`src/hw/rtl/gwsa_pkg.sv`:
```
package gwsa_pkg;

   localparam int CellCountLog2Default = 24;
   localparam int WeightBitsDefault    = 16;
   localparam int CsrAddrBits          = 3;
   localparam int CsrDataBits          = 32;

   // Register indexes of the configuration port
   typedef enum logic [CsrAddrBits-1:0] {
      CSR_PARTICLE_X   = 3'd0,
      CSR_PARTICLE_Y   = 3'd1,
      CSR_PARTICLE_Z   = 3'd2,
      CSR_ACCRETION_R  = 3'd3,
      CSR_BONDI_HOYLE  = 3'd4,
      CSR_CELL_SIZE    = 3'd5
   } csr_idx_type;

   typedef struct packed {
      logic signed [31:0] cell_left_x;
      logic signed [31:0] cell_left_y;
      logic signed [31:0] cell_left_z;
      logic [30:0]        cell_width;
      logic [31:0]        density;
      logic               last_cell;
   } req_type;

   typedef struct packed {
      logic [63:0] weighted_sum;
      logic [39:0] weight_sum;
      logic [24:0] cells_inside;
   } rsp_type;

   typedef enum logic [3:0] {
      S_IDLE,
      S_AXIS,
      S_SQ,
      S_RA2,
      S_KSQ,
      S_DINIT,
      S_DIV,
      S_EXP,
      S_SCALE,
      S_WMUL,
      S_ACC,
      S_DONE
   } st_type;

   // exp(-n) in Q1.16 for integer n
   function automatic logic [16:0] exp_int(input logic [3:0] n);
      logic [16:0] v;
      case (n)
         4'd0:    v = 17'd65536;
         4'd1:    v = 17'd24109;
         4'd2:    v = 17'd8869;
         4'd3:    v = 17'd3263;
         4'd4:    v = 17'd1200;
         4'd5:    v = 17'd442;
         4'd6:    v = 17'd162;
         4'd7:    v = 17'd60;
         4'd8:    v = 17'd22;
         4'd9:    v = 17'd8;
         4'd10:   v = 17'd3;
         4'd11:   v = 17'd1;
         default: v = 17'd0;
      endcase
      return v;
   endfunction

   // exp(-a/8), exp(-b/64), exp(-c/512) in Q1.16; sel picks the table
   function automatic logic [16:0] exp_frac(input logic [1:0] sel, input logic [2:0] a);
      logic [16:0] v;
      v = 17'd65536;
      case (sel)
         2'd0: begin
            case (a)
               3'd0: v = 17'd65536;
               3'd1: v = 17'd57835;
               3'd2: v = 17'd51039;
               3'd3: v = 17'd45042;
               3'd4: v = 17'd39750;
               3'd5: v = 17'd35079;
               3'd6: v = 17'd30957;
               default: v = 17'd27319;
            endcase
         end
         2'd1: begin
            case (a)
               3'd0: v = 17'd65536;
               3'd1: v = 17'd64520;
               3'd2: v = 17'd63520;
               3'd3: v = 17'd62535;
               3'd4: v = 17'd61565;
               3'd5: v = 17'd60611;
               3'd6: v = 17'd59671;
               default: v = 17'd58746;
            endcase
         end
         default: begin
            case (a)
               3'd0: v = 17'd65536;
               3'd1: v = 17'd65408;
               3'd2: v = 17'd65280;
               3'd3: v = 17'd65153;
               3'd4: v = 17'd65026;
               3'd5: v = 17'd64899;
               3'd6: v = 17'd64772;
               default: v = 17'd64646;
            endcase
         end
      endcase
      return v;
   endfunction

endpackage

```
`src/hw/rtl/gaussian_weighted_sphere_average.sv`:
```
// Gaussian-weighted average over an accretion sphere. Each transaction on the
// req_ channel is one grid cell; req_stall stays high while it is worked on,
// which is shortest for a cell outside the sphere on the first axis and longest
// for an inside cell. The time is set by the one shared 32x32 multiplier,
// which forms the three squared distances, the squared radii, the three exp
// table products and the density product in turn, and by the 14-step
// restoring divider that finds r2/K^2 to nine fraction bits. A cell marked
// last_cell emits the totals on the rsp_ channel and clears them; the result
// sits in an output register, so the next cell may start while it waits.
module gaussian_weighted_sphere_average #(
   parameter int CELL_COUNT_LOG2 = gwsa_pkg::CellCountLog2Default,
   parameter int WEIGHT_BITS     = gwsa_pkg::WeightBitsDefault
) (
   input  logic                                clock,
   input  logic                                reset,
   input  logic                                req_valid,
   output logic                                req_stall,
   input  gwsa_pkg::req_type                   req_data,
   output logic                                rsp_valid,
   input  logic                                rsp_stall,
   output gwsa_pkg::rsp_type                   rsp_data,
   input  logic                                csr_wr_en,
   input  logic [gwsa_pkg::CsrAddrBits-1:0]    csr_addr,
   input  logic [gwsa_pkg::CsrDataBits-1:0]    csr_wr_data
);
   import gwsa_pkg::*;

   localparam int SC_W = 17 + WEIGHT_BITS + 1;
   localparam logic [WEIGHT_BITS-1:0] W_FULL = {WEIGHT_BITS{1'b1}};
   localparam logic [24:0] COUNT_MAX = (CELL_COUNT_LOG2 >= 25) ? 25'h1FFFFFF
                                       : 25'(64'd1 << CELL_COUNT_LOG2);
   localparam int REM_W = 76;

   // configuration registers
   logic signed [31:0] px_ff, py_ff, pz_ff;
   logic [30:0]        ra_ff, bh_ff, cs_ff;

   st_type            state_ff, state_in;
   req_type           item_ff, item_in;
   logic [3:0]        cnt_ff, cnt_in;
   logic [30:0]       dist_ff [3];
   logic [30:0]       dist_in;
   logic              dist_we;
   logic [63:0]       r2_ff, r2_in;
   logic [63:0]       mul_ff;
   logic [31:0]       mul_a, mul_b;
   logic [REM_W-1:0]  rem_ff, rem_in, div_ff, div_in;
   logic [12:0]       q_ff, q_in;
   logic [16:0]       w_ff, w_in;
   logic [WEIGHT_BITS-1:0] wfin_ff, wfin_in;
   logic [63:0]       wacc_ff, wacc_in;
   logic [39:0]       tacc_ff, tacc_in;
   logic [24:0]       cacc_ff, cacc_in;
   logic              rsp_valid_ff, rsp_valid_in;
   rsp_type           rsp_ff, rsp_in;

   // combinational helpers
   logic signed [33:0] left_s, ppos_s, centre_s, d_s;
   logic [33:0]        absd;
   logic [30:0]        k_sel;
   logic               ge;
   logic [REM_W-1:0]   rem_sub;
   logic [SC_W-1:0]    sc, sc_sh;
   logic [64:0]        wsum;
   logic [40:0]        tsum;
   logic [34:0]        rnd;

   // write configuration
   always_ff @(posedge clock) begin
      if (reset) begin
         px_ff <= '0;
         py_ff <= '0;
         pz_ff <= '0;
         ra_ff <= '0;
         bh_ff <= '0;
         cs_ff <= '0;
      end else if (csr_wr_en) begin
         unique case (csr_addr)
            CSR_PARTICLE_X:  px_ff <= csr_wr_data;
            CSR_PARTICLE_Y:  py_ff <= csr_wr_data;
            CSR_PARTICLE_Z:  pz_ff <= csr_wr_data;
            CSR_ACCRETION_R: ra_ff <= csr_wr_data[30:0];
            CSR_BONDI_HOYLE: bh_ff <= csr_wr_data[30:0];
            CSR_CELL_SIZE:   cs_ff <= csr_wr_data[30:0];
            default: ;
         endcase
      end
   end

   // clamp the kernel radius between a quarter cell and half the accretion radius
   always_comb begin
      if (bh_ff < {2'b0, cs_ff[30:2]})
         k_sel = {2'b0, cs_ff[30:2]};
      else if (bh_ff < {1'b0, ra_ff[30:1]})
         k_sel = bh_ff;
      else
         k_sel = {1'b0, ra_ff[30:1]};
   end

   // axis distance for the axis under the counter
   always_comb begin
      case (cnt_ff[1:0])
         2'd0:    begin left_s = 34'(item_ff.cell_left_x); ppos_s = 34'(px_ff); end
         2'd1:    begin left_s = 34'(item_ff.cell_left_y); ppos_s = 34'(py_ff); end
         default: begin left_s = 34'(item_ff.cell_left_z); ppos_s = 34'(pz_ff); end
      endcase
      centre_s = left_s + $signed({4'b0, item_ff.cell_width[30:1]});
      d_s      = centre_s - ppos_s;
      absd     = d_s[33] ? 34'(-d_s) : 34'(d_s);
   end

   // divider step, weight rounding, rescale and saturating sums
   always_comb begin
      ge      = rem_ff >= div_ff;
      rem_sub = rem_ff - div_ff;
      rnd     = {1'b0, mul_ff[33:0]} + 35'd32768;
      sc      = ({{(WEIGHT_BITS+1){1'b0}}, w_ff} << WEIGHT_BITS) + SC_W'(32768);
      sc_sh   = sc >> 16;
      wsum    = {1'b0, wacc_ff} + {1'b0, mul_ff};
      tsum    = {1'b0, tacc_ff} + 41'(wfin_ff);
   end

   // sequencer: next state, multiplier operands and datapath updates
   always_comb begin
      state_in     = state_ff;
      item_in      = item_ff;
      cnt_in       = cnt_ff;
      dist_in      = absd[30:0];
      dist_we      = 1'b0;
      r2_in        = r2_ff;
      rem_in       = rem_ff;
      div_in       = div_ff;
      q_in         = q_ff;
      w_in         = w_ff;
      wfin_in      = wfin_ff;
      wacc_in      = wacc_ff;
      tacc_in      = tacc_ff;
      cacc_in      = cacc_ff;
      rsp_in       = rsp_ff;
      rsp_valid_in = rsp_valid_ff && rsp_stall;
      mul_a        = '0;
      mul_b        = '0;
      req_stall    = state_ff != S_IDLE;
      unique case (state_ff)
         S_IDLE: begin
            if (req_valid) begin
               item_in  = req_data;
               cnt_in   = '0;
               r2_in    = '0;
               state_in = S_AXIS;
            end
         end
         S_AXIS: begin
            // drop the cell once any axis distance reaches the radius
            if (absd >= {3'b0, ra_ff}) begin
               state_in = S_DONE;
            end else begin
               dist_we = 1'b1;
               cnt_in  = cnt_ff + 4'd1;
               if (cnt_ff == 4'd2) begin
                  cnt_in   = '0;
                  state_in = S_SQ;
               end
            end
         end
         S_SQ: begin
            // square one axis, add the previous square
            if (cnt_ff != 4'd3) begin
               mul_a = {1'b0, dist_ff[cnt_ff[1:0]]};
               mul_b = {1'b0, dist_ff[cnt_ff[1:0]]};
            end
            if (cnt_ff != 4'd0)
               r2_in = r2_ff + mul_ff;
            cnt_in = cnt_ff + 4'd1;
            if (cnt_ff == 4'd3)
               state_in = S_RA2;
         end
         S_RA2: begin
            mul_a    = {1'b0, ra_ff};
            mul_b    = {1'b0, ra_ff};
            state_in = S_KSQ;
         end
         S_KSQ: begin
            if (mul_ff > r2_ff) begin
               mul_a    = {1'b0, k_sel};
               mul_b    = {1'b0, k_sel};
               state_in = S_DINIT;
            end else begin
               state_in = S_DONE;
            end
         end
         S_DINIT: begin
            if (mul_ff == '0) begin
               w_in     = (r2_ff == '0) ? 17'd65536 : 17'd0;
               state_in = S_SCALE;
            end else begin
               rem_in   = REM_W'({r2_ff, 9'b0});
               div_in   = REM_W'({mul_ff, 13'b0});
               q_in     = '0;
               cnt_in   = 4'd13;
               state_in = S_DIV;
            end
         end
         S_DIV: begin
            // one restoring step; the first step flags a quotient beyond range
            if (ge)
               rem_in = rem_sub;
            div_in = div_ff >> 1;
            q_in   = {q_ff[11:0], ge};
            cnt_in = cnt_ff - 4'd1;
            if (cnt_ff == 4'd13 && ge) begin
               w_in     = '0;
               state_in = S_SCALE;
            end else if (cnt_ff == 4'd0) begin
               cnt_in = '0;
               if (q_in[12:11] == 2'b11) begin
                  w_in     = '0;
                  state_in = S_SCALE;
               end else begin
                  w_in     = exp_int(q_in[12:9]);
                  state_in = S_EXP;
               end
            end
         end
         S_EXP: begin
            // even counts multiply by a fraction table, odd counts round back
            if (!cnt_ff[0]) begin
               mul_a = {15'b0, w_ff};
               case (cnt_ff[2:1])
                  2'd0:    mul_b = {15'b0, exp_frac(2'd0, q_ff[8:6])};
                  2'd1:    mul_b = {15'b0, exp_frac(2'd1, q_ff[5:3])};
                  default: mul_b = {15'b0, exp_frac(2'd2, q_ff[2:0])};
               endcase
            end else begin
               w_in = rnd[32:16];
            end
            cnt_in = cnt_ff + 4'd1;
            if (cnt_ff == 4'd5)
               state_in = S_SCALE;
         end
         S_SCALE: begin
            wfin_in  = (sc_sh > SC_W'(W_FULL)) ? W_FULL : sc_sh[WEIGHT_BITS-1:0];
            state_in = S_WMUL;
         end
         S_WMUL: begin
            mul_a    = item_ff.density;
            mul_b    = 32'(wfin_ff);
            state_in = S_ACC;
         end
         S_ACC: begin
            wacc_in  = wsum[64] ? '1 : wsum[63:0];
            tacc_in  = tsum[40] ? '1 : tsum[39:0];
            if (cacc_ff < COUNT_MAX)
               cacc_in = cacc_ff + 25'd1;
            state_in = S_DONE;
         end
         S_DONE: begin
            // hold the last cell until the output register is free
            if (!item_ff.last_cell) begin
               state_in = S_IDLE;
            end else if (!rsp_valid_ff || !rsp_stall) begin
               rsp_in.weighted_sum = wacc_ff;
               rsp_in.weight_sum   = tacc_ff;
               rsp_in.cells_inside = cacc_ff;
               rsp_valid_in        = 1'b1;
               wacc_in             = '0;
               tacc_in             = '0;
               cacc_in             = '0;
               state_in            = S_IDLE;
            end
         end
         default: state_in = S_IDLE;
      endcase
   end

   always_ff @(posedge clock) begin
      if (reset) begin
         state_ff     <= S_IDLE;
         rsp_valid_ff <= 1'b0;
         wacc_ff      <= '0;
         tacc_ff      <= '0;
         cacc_ff      <= '0;
         cnt_ff       <= '0;
      end else begin
         state_ff     <= state_in;
         rsp_valid_ff <= rsp_valid_in;
         wacc_ff      <= wacc_in;
         tacc_ff      <= tacc_in;
         cacc_ff      <= cacc_in;
         cnt_ff       <= cnt_in;
      end
   end

   // payload and datapath registers
   always_ff @(posedge clock) begin
      item_ff <= item_in;
      r2_ff   <= r2_in;
      mul_ff  <= mul_a * mul_b;
      rem_ff  <= rem_in;
      div_ff  <= div_in;
      q_ff    <= q_in;
      w_ff    <= w_in;
      wfin_ff <= wfin_in;
      rsp_ff  <= rsp_in;
      if (dist_we)
         dist_ff[cnt_ff[1:0]] <= dist_in;
   end

   assign rsp_valid = rsp_valid_ff;
   assign rsp_data  = rsp_ff;

   a_busy_after_accept: assert property (@(posedge clock) disable iff (reset)
      req_valid && !req_stall |=> state_ff == S_AXIS)
      else $error("cell accepted but sequencer did not start");

   a_count_limit: assert property (@(posedge clock) disable iff (reset)
      cacc_ff <= COUNT_MAX)
      else $error("cell count beyond its limit");

   a_weight_range: assert property (@(posedge clock) disable iff (reset)
      state_ff == S_SCALE |-> w_ff <= 17'd65536)
      else $error("weight above one before rescale");

   a_clear_on_emit: assert property (@(posedge clock) disable iff (reset)
      !rsp_valid_ff ##1 rsp_valid_ff |-> cacc_ff == '0 && tacc_ff == '0)
      else $error("totals not cleared after result");

endmodule
```
`config.mk`:
```
export PLATFORM = sky130hd
export DESIGN_NAME = gaussian_weighted_sphere_average
export DESIGN_NICKNAME = d
export VERILOG_FILES = /design/src/hw/rtl/gwsa_pkg.sv /design/src/hw/rtl/gaussian_weighted_sphere_average.sv
export SDC_FILE = /design/constraint.sdc
export NUM_CORES = 2
export LEC_CHECK = 0
export ABC_AREA = 1
export BUFFER_PORTS_ARGS = -buffer_cell sky130_fd_sc_hd__buf_2
export CAP_MARGIN = 20
export CORE_MARGIN = 2
export CORE_UTILIZATION = 70
export CTS_CLUSTER_DIAMETER = 100
export DETAILED_ROUTE_END_ITERATION = 10
export PLACE_DENSITY = 0.88
export SLEW_MARGIN = 20
export SYNTH_ARGS = -nofsm -noshare
export SYNTH_HDL_FRONTEND = slang
export SYNTH_SLANG_ARGS = --single-unit
```
`constraint.sdc`:
```
create_clock -name clock -period 29.4 [get_ports clock]
set_input_delay 2.94 -clock clock [delete_from_list [all_inputs] [get_ports clock]]
set_output_delay 2.94 -clock clock [all_outputs]
set_load 0.03 [all_outputs]
```
# == Word-level counts from Yosys, hierarchy flattened ==
# Memories as Yosys holds them, arrays and structs flattened. A register that Yosys moved wholly into a read port is not among the register bits.
# Cells that the tools add are included.
# W data, S select, Z words.
# totals
regBits,941
latch_bits,0
ram_bits,93
romBits,240
inputBits,200
out_inout_bits,131
wordCells,220
mem_count,2
# classes
n_addsub,12
multipliers,1
n_div,0
n_lt_le_gt_ge,7
eq_ne,57
shift,0
n_mux,74
bitwise_logic,0
n_reduce_logical,39
# memory_table
memory,words,width,rd,rd_clocked_by_memory_dff,write_ports,line_no,source
(name not given),16,15,1,1,0,gwsa_pkg.sv:51,case (n)
dist_ff,3,31,1,1,1,gaussian_weighted_sphere_average.sv:41,logic [30:0] dist_ff [3];
# op_table
operator,count
$pmux W17 S7,3
$mux W64,5
$pmux W76 S2,2
$pmux W64 S2,2
$mux W76,3
$pmux W32 S5,1
$pmux W31 S5,1
$mux W17,8
$pmux W34 S2,2
$logic_not A64 Y1,2
$mux W31,4
$mux W40,3
$pmux W40 S2,1
$ge A76 B76 Y1,1
$mux W4,19
$sub A76 B76 Y76,1
$mux W25,3
$add A64 B64 Y65,1
$add A64 B64 Y64,1
$gt A64 B64 Y1,1
$mul A32 B32 Y64,1
$pmux W17 S3,1
$pmux W25 S2,1
$pmux W4 S12,1
48 further kinds,122

# == Depth between registers and ports, before layout ==
# logic_depth
depth_word,11
ltp_mapped,51
mapped_depth_nobuf,49

# == Least setup slack after synthesis ==
# Ideal clock, no wire load.
# synth_path
path_type,input -> register
start,input port req_valid
end,"register r2_ff[0], enable pin"
setup_ns,0.827
arrival_ns,12.954
required_time_ns,28.573
setup_slack_ns,15.619
stages,2
path_cell_list,nor2_1 -> a2111oi_0
# synth_between
elab_chain_cells,2
# synth_rtl
item,line_no,source
start: declaration,gaussian_weighted_sphere_average.sv:16,"input logic req_valid,"
$ne A2 B2 Y1 (no source line),-,
$reduce_and A3 Y1 (no source line),-,
end signal: assignment,gaussian_weighted_sphere_average.sv:297,r2_ff <= r2_in;
end: declaration,gaussian_weighted_sphere_average.sv:44,"logic [63:0] r2_ff, r2_in;"
# No other way between the ends.
# A chain may end at the register's enable or synchronous reset.

# == Worst setup path after layout ==
# layout_path
start,register mul_ff[61]
end,register mul_ff[63]
# layout_between
elab_chain_cells,4
# layout_rtl
item,line_no,source
start: declaration,gaussian_weighted_sphere_average.sv:45,logic [63:0] mul_ff;
start signal: assignment,gaussian_weighted_sphere_average.sv:298,mul_ff <= mul_a * mul_b;
$gt A64 B64 Y1 (*),gaussian_weighted_sphere_average.sv:184,if (mul_ff > r2_ff) begin
$mux W31 (*),gaussian_weighted_sphere_average.sv:184,
$pmux W32 S5 or $pmux W31 S5 (tied branches),gaussian_weighted_sphere_average.sv:144,unique case (state_ff)
$mul A32 B32 Y64 (*),gaussian_weighted_sphere_average.sv:298,
# Mark *: on every way between the ends. The rest lies on a longest branch, timed or not.

==> flow_summary_export.csv <==
group,metric,value,unit
run_status,status,"finished clean",
clock_tree,clock_latency,800,ps
yosys,async_flop_share,0,%
job,max-cap-violations,0,
pwr,pwr-share-comb,62.3,%
yosys,synth_top_area_cell,"edfxtp_1",
timing,tightest_slew,1241,ps
timing,fin_crit_sh,43.09,%
floorplan,start_util,70.58,%
timing,setup_violations,0,
yosys,synth_flop_cell,"edfxtp_1",
drt,vias,86880,
timing,period_needed,12670,ps
yosys,ys_types,70,
drt,drt-total-wl,326800,um
worst_hold_path,min-delay-start,"cacc_ff[24]",
global_routing,track_usage,46.37,%
yosys,syn_inst,11930,
cells_and_area,area_delta_synth_final,7.328,%
clock_tree,cts.htree.levels,3,
yosys,synth_top_family_by_area,"adder cells",
yosys,synth_area,95610,um2
drt,first_pass_iters,8,
yosys,synth_compound_area_share,12.46,%
critical_path,critPathLaunch,"mul_ff[61]",
critical_path,cp-start-kind,"flop",
yosys,seq_area_frac_synth,28.64,%
cells_and_area,nFillCells,9747,
pwr,sw_frac_of_total,52.98,%
critical_path,worstSetupPathType,"reg -> reg",
drt,drtIter0Drc,11590,
placement,portBuffers,329,
clock_tree,tritoncts,"built",
critical_path,crit_slowest_cell,"dfxtp_1",
pwr,cellInternalPower,4587,uW
timing,fin_hold_ws,442.5,ps
global_routing,grt_start_max_net_pins,115,
floorplan,die_h,373.6,um
critical_path,reg2reg_slack,16730,ps
clock_tree,cts_resized,0,
critical_path,crit_arrival,13300,ps
pwr,power.switching,5168,uW
drt,vias_per_cell,6.198,
pwr,ir_worst_vdd,0.1655,mV
yosys,synth_area_leaders,"edfxtp_1 (20%), fa_1 (19%), inv_1 (9.6%)",
floorplan,dieArea,139600,um2
clock_tree,postCtsSetupBuffers,0,
placement,dp_hpwl,247400,um
floorplan,fp-row-count,135,
timing,slew_headroom,17.28,%
pwr,clock_power_share,14.6,%
critical_path,ff2ff_path_depth,46,
placement,gp_congestion,1.077,
floorplan,io_pins,331,
drt,drcViolationCount,0,
yosys,synth_adder_area_share,27.79,%
yosys,synth-simple-area-share,17.59,%
drt,antenna_left,0,
yosys,synth_edf_count,642,
cells_and_area,layout_common_cells,"inv_1 (2447), nand2_1 (2329), nor2_1 (1026), a21oi_1 (938), fa_1 (901)",
clock_tree,clock-sinks,1047,
global_routing,antenna_found_initial,14,
pwr,pwr-share-seq,23.1,%
yosys,synth_seq_cells,1047,
critical_path,crit_path_max_incr_delay,800,ps
pwr,static-leakage-power,0.05071,uW
clock_tree,numCtsBuffers,109,
global_routing,grt_pass1_wl,493900,um
critical_path,crit_end,"mul_ff[63]",
drt,avgRoutedWirePerCell,23.32,um
clock_tree,clock_path_buffers,3,
clock_tree,ctsHoldBuffers,0,
yosys,ys_warn_count,0,
yosys,synth_area_per_cell,8.016,um2
clock_tree,clkTransAtPathRegs,70,ps
timing,rsz0062_at_grt,"no",
yosys,synthMuxAreaShare,0,%
critical_path,end_kind,"flop",
critical_path,r2r_start,"mul_ff[61]",
global_routing,first_global_vias,85920,
critical_path,r2r-end,"mul_ff[63]",
floorplan,die_w,373.6,um
worst_hold_path,hold_path.class,"reg -> reg",
critical_path,crit_fanout,31,
cells_and_area,drive_above_1_share,7.084,%
timing,drv_slew,0,
timing,finalHoldViolations,0,
cells_and_area,final_common_cell,"inv_1",
pwr,power.density,95.07,nW/um2
global_routing,overflow,0,
yosys,synth_top_area_share,20.16,%
timing,setup_tns,0,ps
yosys,yosys.area_share.xor_xnor,1.860,%
cells_and_area,num-nets-final,13910,
placement,placed_area,98880,um2
critical_path,cp.required,30030,ps
timing,final.setup_skew,107.3,ps
timing,layout_setup_ws,16730,ps
floorplan,core-area,135500,um2
cells_and_area,postLayoutCellArea,102600,um2
timing,fmax,78.94,MHz
cells_and_area,fin_util,75.75,%
placement,preCtsSetupSlack,17280,ps
clock_tree,clk_root_buffer_cell,"clkbuf_16",
registers in the layout, indices dropped and copies added, names as in the netlist, 16 cells and up, named ones only:
register	cells
item_ff	159
rsp_data	129
dist_ff	93
div_ff	76
rem_ff	76
mul_ff	64
r2_ff	64
wacc_ff	64
tacc_ff	40
px_ff	32
py_ff	32
pz_ff	32
bh_ff	31
ra_ff	31
cs_ff	29
cacc_ff	25
w_ff	17
wfin_ff	16
cell type report:
class | count | area (um2) | share of cell area [%]
antenna | 12 | 30.03 | 0.02926
timing repair buffer | 451 | 2597 | 2.531
tap | 1781 | 2228 | 2.172
sequential | 1047 | 27390 | 26.69
multi-input combinational | 8025 | 57320 | 55.86
clock inverter | 66 | 638.1 | 0.6218
inverter | 2494 | 9370 | 9.131
clock buffer | 142 | 3045 | 2.968
how the worst min path moves through the flow:
| stage | to | cells after the start |
|---|---|---|
| 6_report | rsp_data[24] | 0 |
| 5_1_grt | rsp_data[24] | 0 |
| 3_3_place_gp | rsp_data[20] | 0 |
| 4_1_cts | rsp_data[24] | 0 |
| 2_1_floorplan | rsp_data[20] | 0 |
| 3_5_place_dp | rsp_data[24] | 0 |
layer usage:
| metal | up-vias | track usage [%] | share of wire, % | routed length, um |
|---|---|---|---|---|
| met5 | - | 0.2401 | 0.077 | 253 |
| met4 | 18 | 28.15 | 7.5 | 24430 |
| met3 | 1453 | 14.54 | 15 | 47490 |
| met2 | 6387 | 68.36 | 42 | 137300 |
| met1 | 40790 | 59.97 | 36 | 117400 |
| li1 | 38230 | - | - | - |
Yosys cell counts (all sizes together), types with 75 or more instances:
master	n
dfxtp	405
nand3	357
nor3	99
nor2	1057
inv	2491
ha	682
edfxtp	642
nand2	2355
xor2	128
fa	901
clkbuf	198
xnor2	75
o21ai	772
a31oi	105
buf	177
a21oi	942
cells by family after synthesis:
group                      after synthesis
AOI/OAI and AO/OA                     2137
xor gates and xnor gates               203
adders and majority gates             1583
buffers and inverters                 2869
DFF                                   1047
other                                    2
and+or+nand+nor                       4086
power groups by stage:
stage               registers, uW  clock network (uW)  logic, uW
floorplan                    2190                   0       3880
global placement             2260                   0       5550
detailed placement           2260                   0       5780
CTS                          2240                1420       5830
global route                 2250                1480       6560
finish                       2260                1420       6080
stage by stage:
stage          std cells  total power [uW]
6_report           14020              9755
3_5_place_dp       13800              8045
4_1_cts            14010              9484
5_1_grt            14010             10290
3_3_place_gp       13800              7804
2_1_floorplan      11940              6070
critical path, delay by kind of cell (launching register included):
| kind | cells | cell delay [ps] |
|---|---|---|
| AND/OR/NAND/NOR | 21 | 4320 |
| XOR/XNOR | 1 | 140 |
| flip-flops | 1 | 800 |
| adder cells (fa/ha/maj) | 10 | 5080 |
| buffers and inverters | 13 | 1920 |
| AO/OA/AOI/OAI | 1 | 170 |
Note: power is estimated with default switching activity, not from simulation.
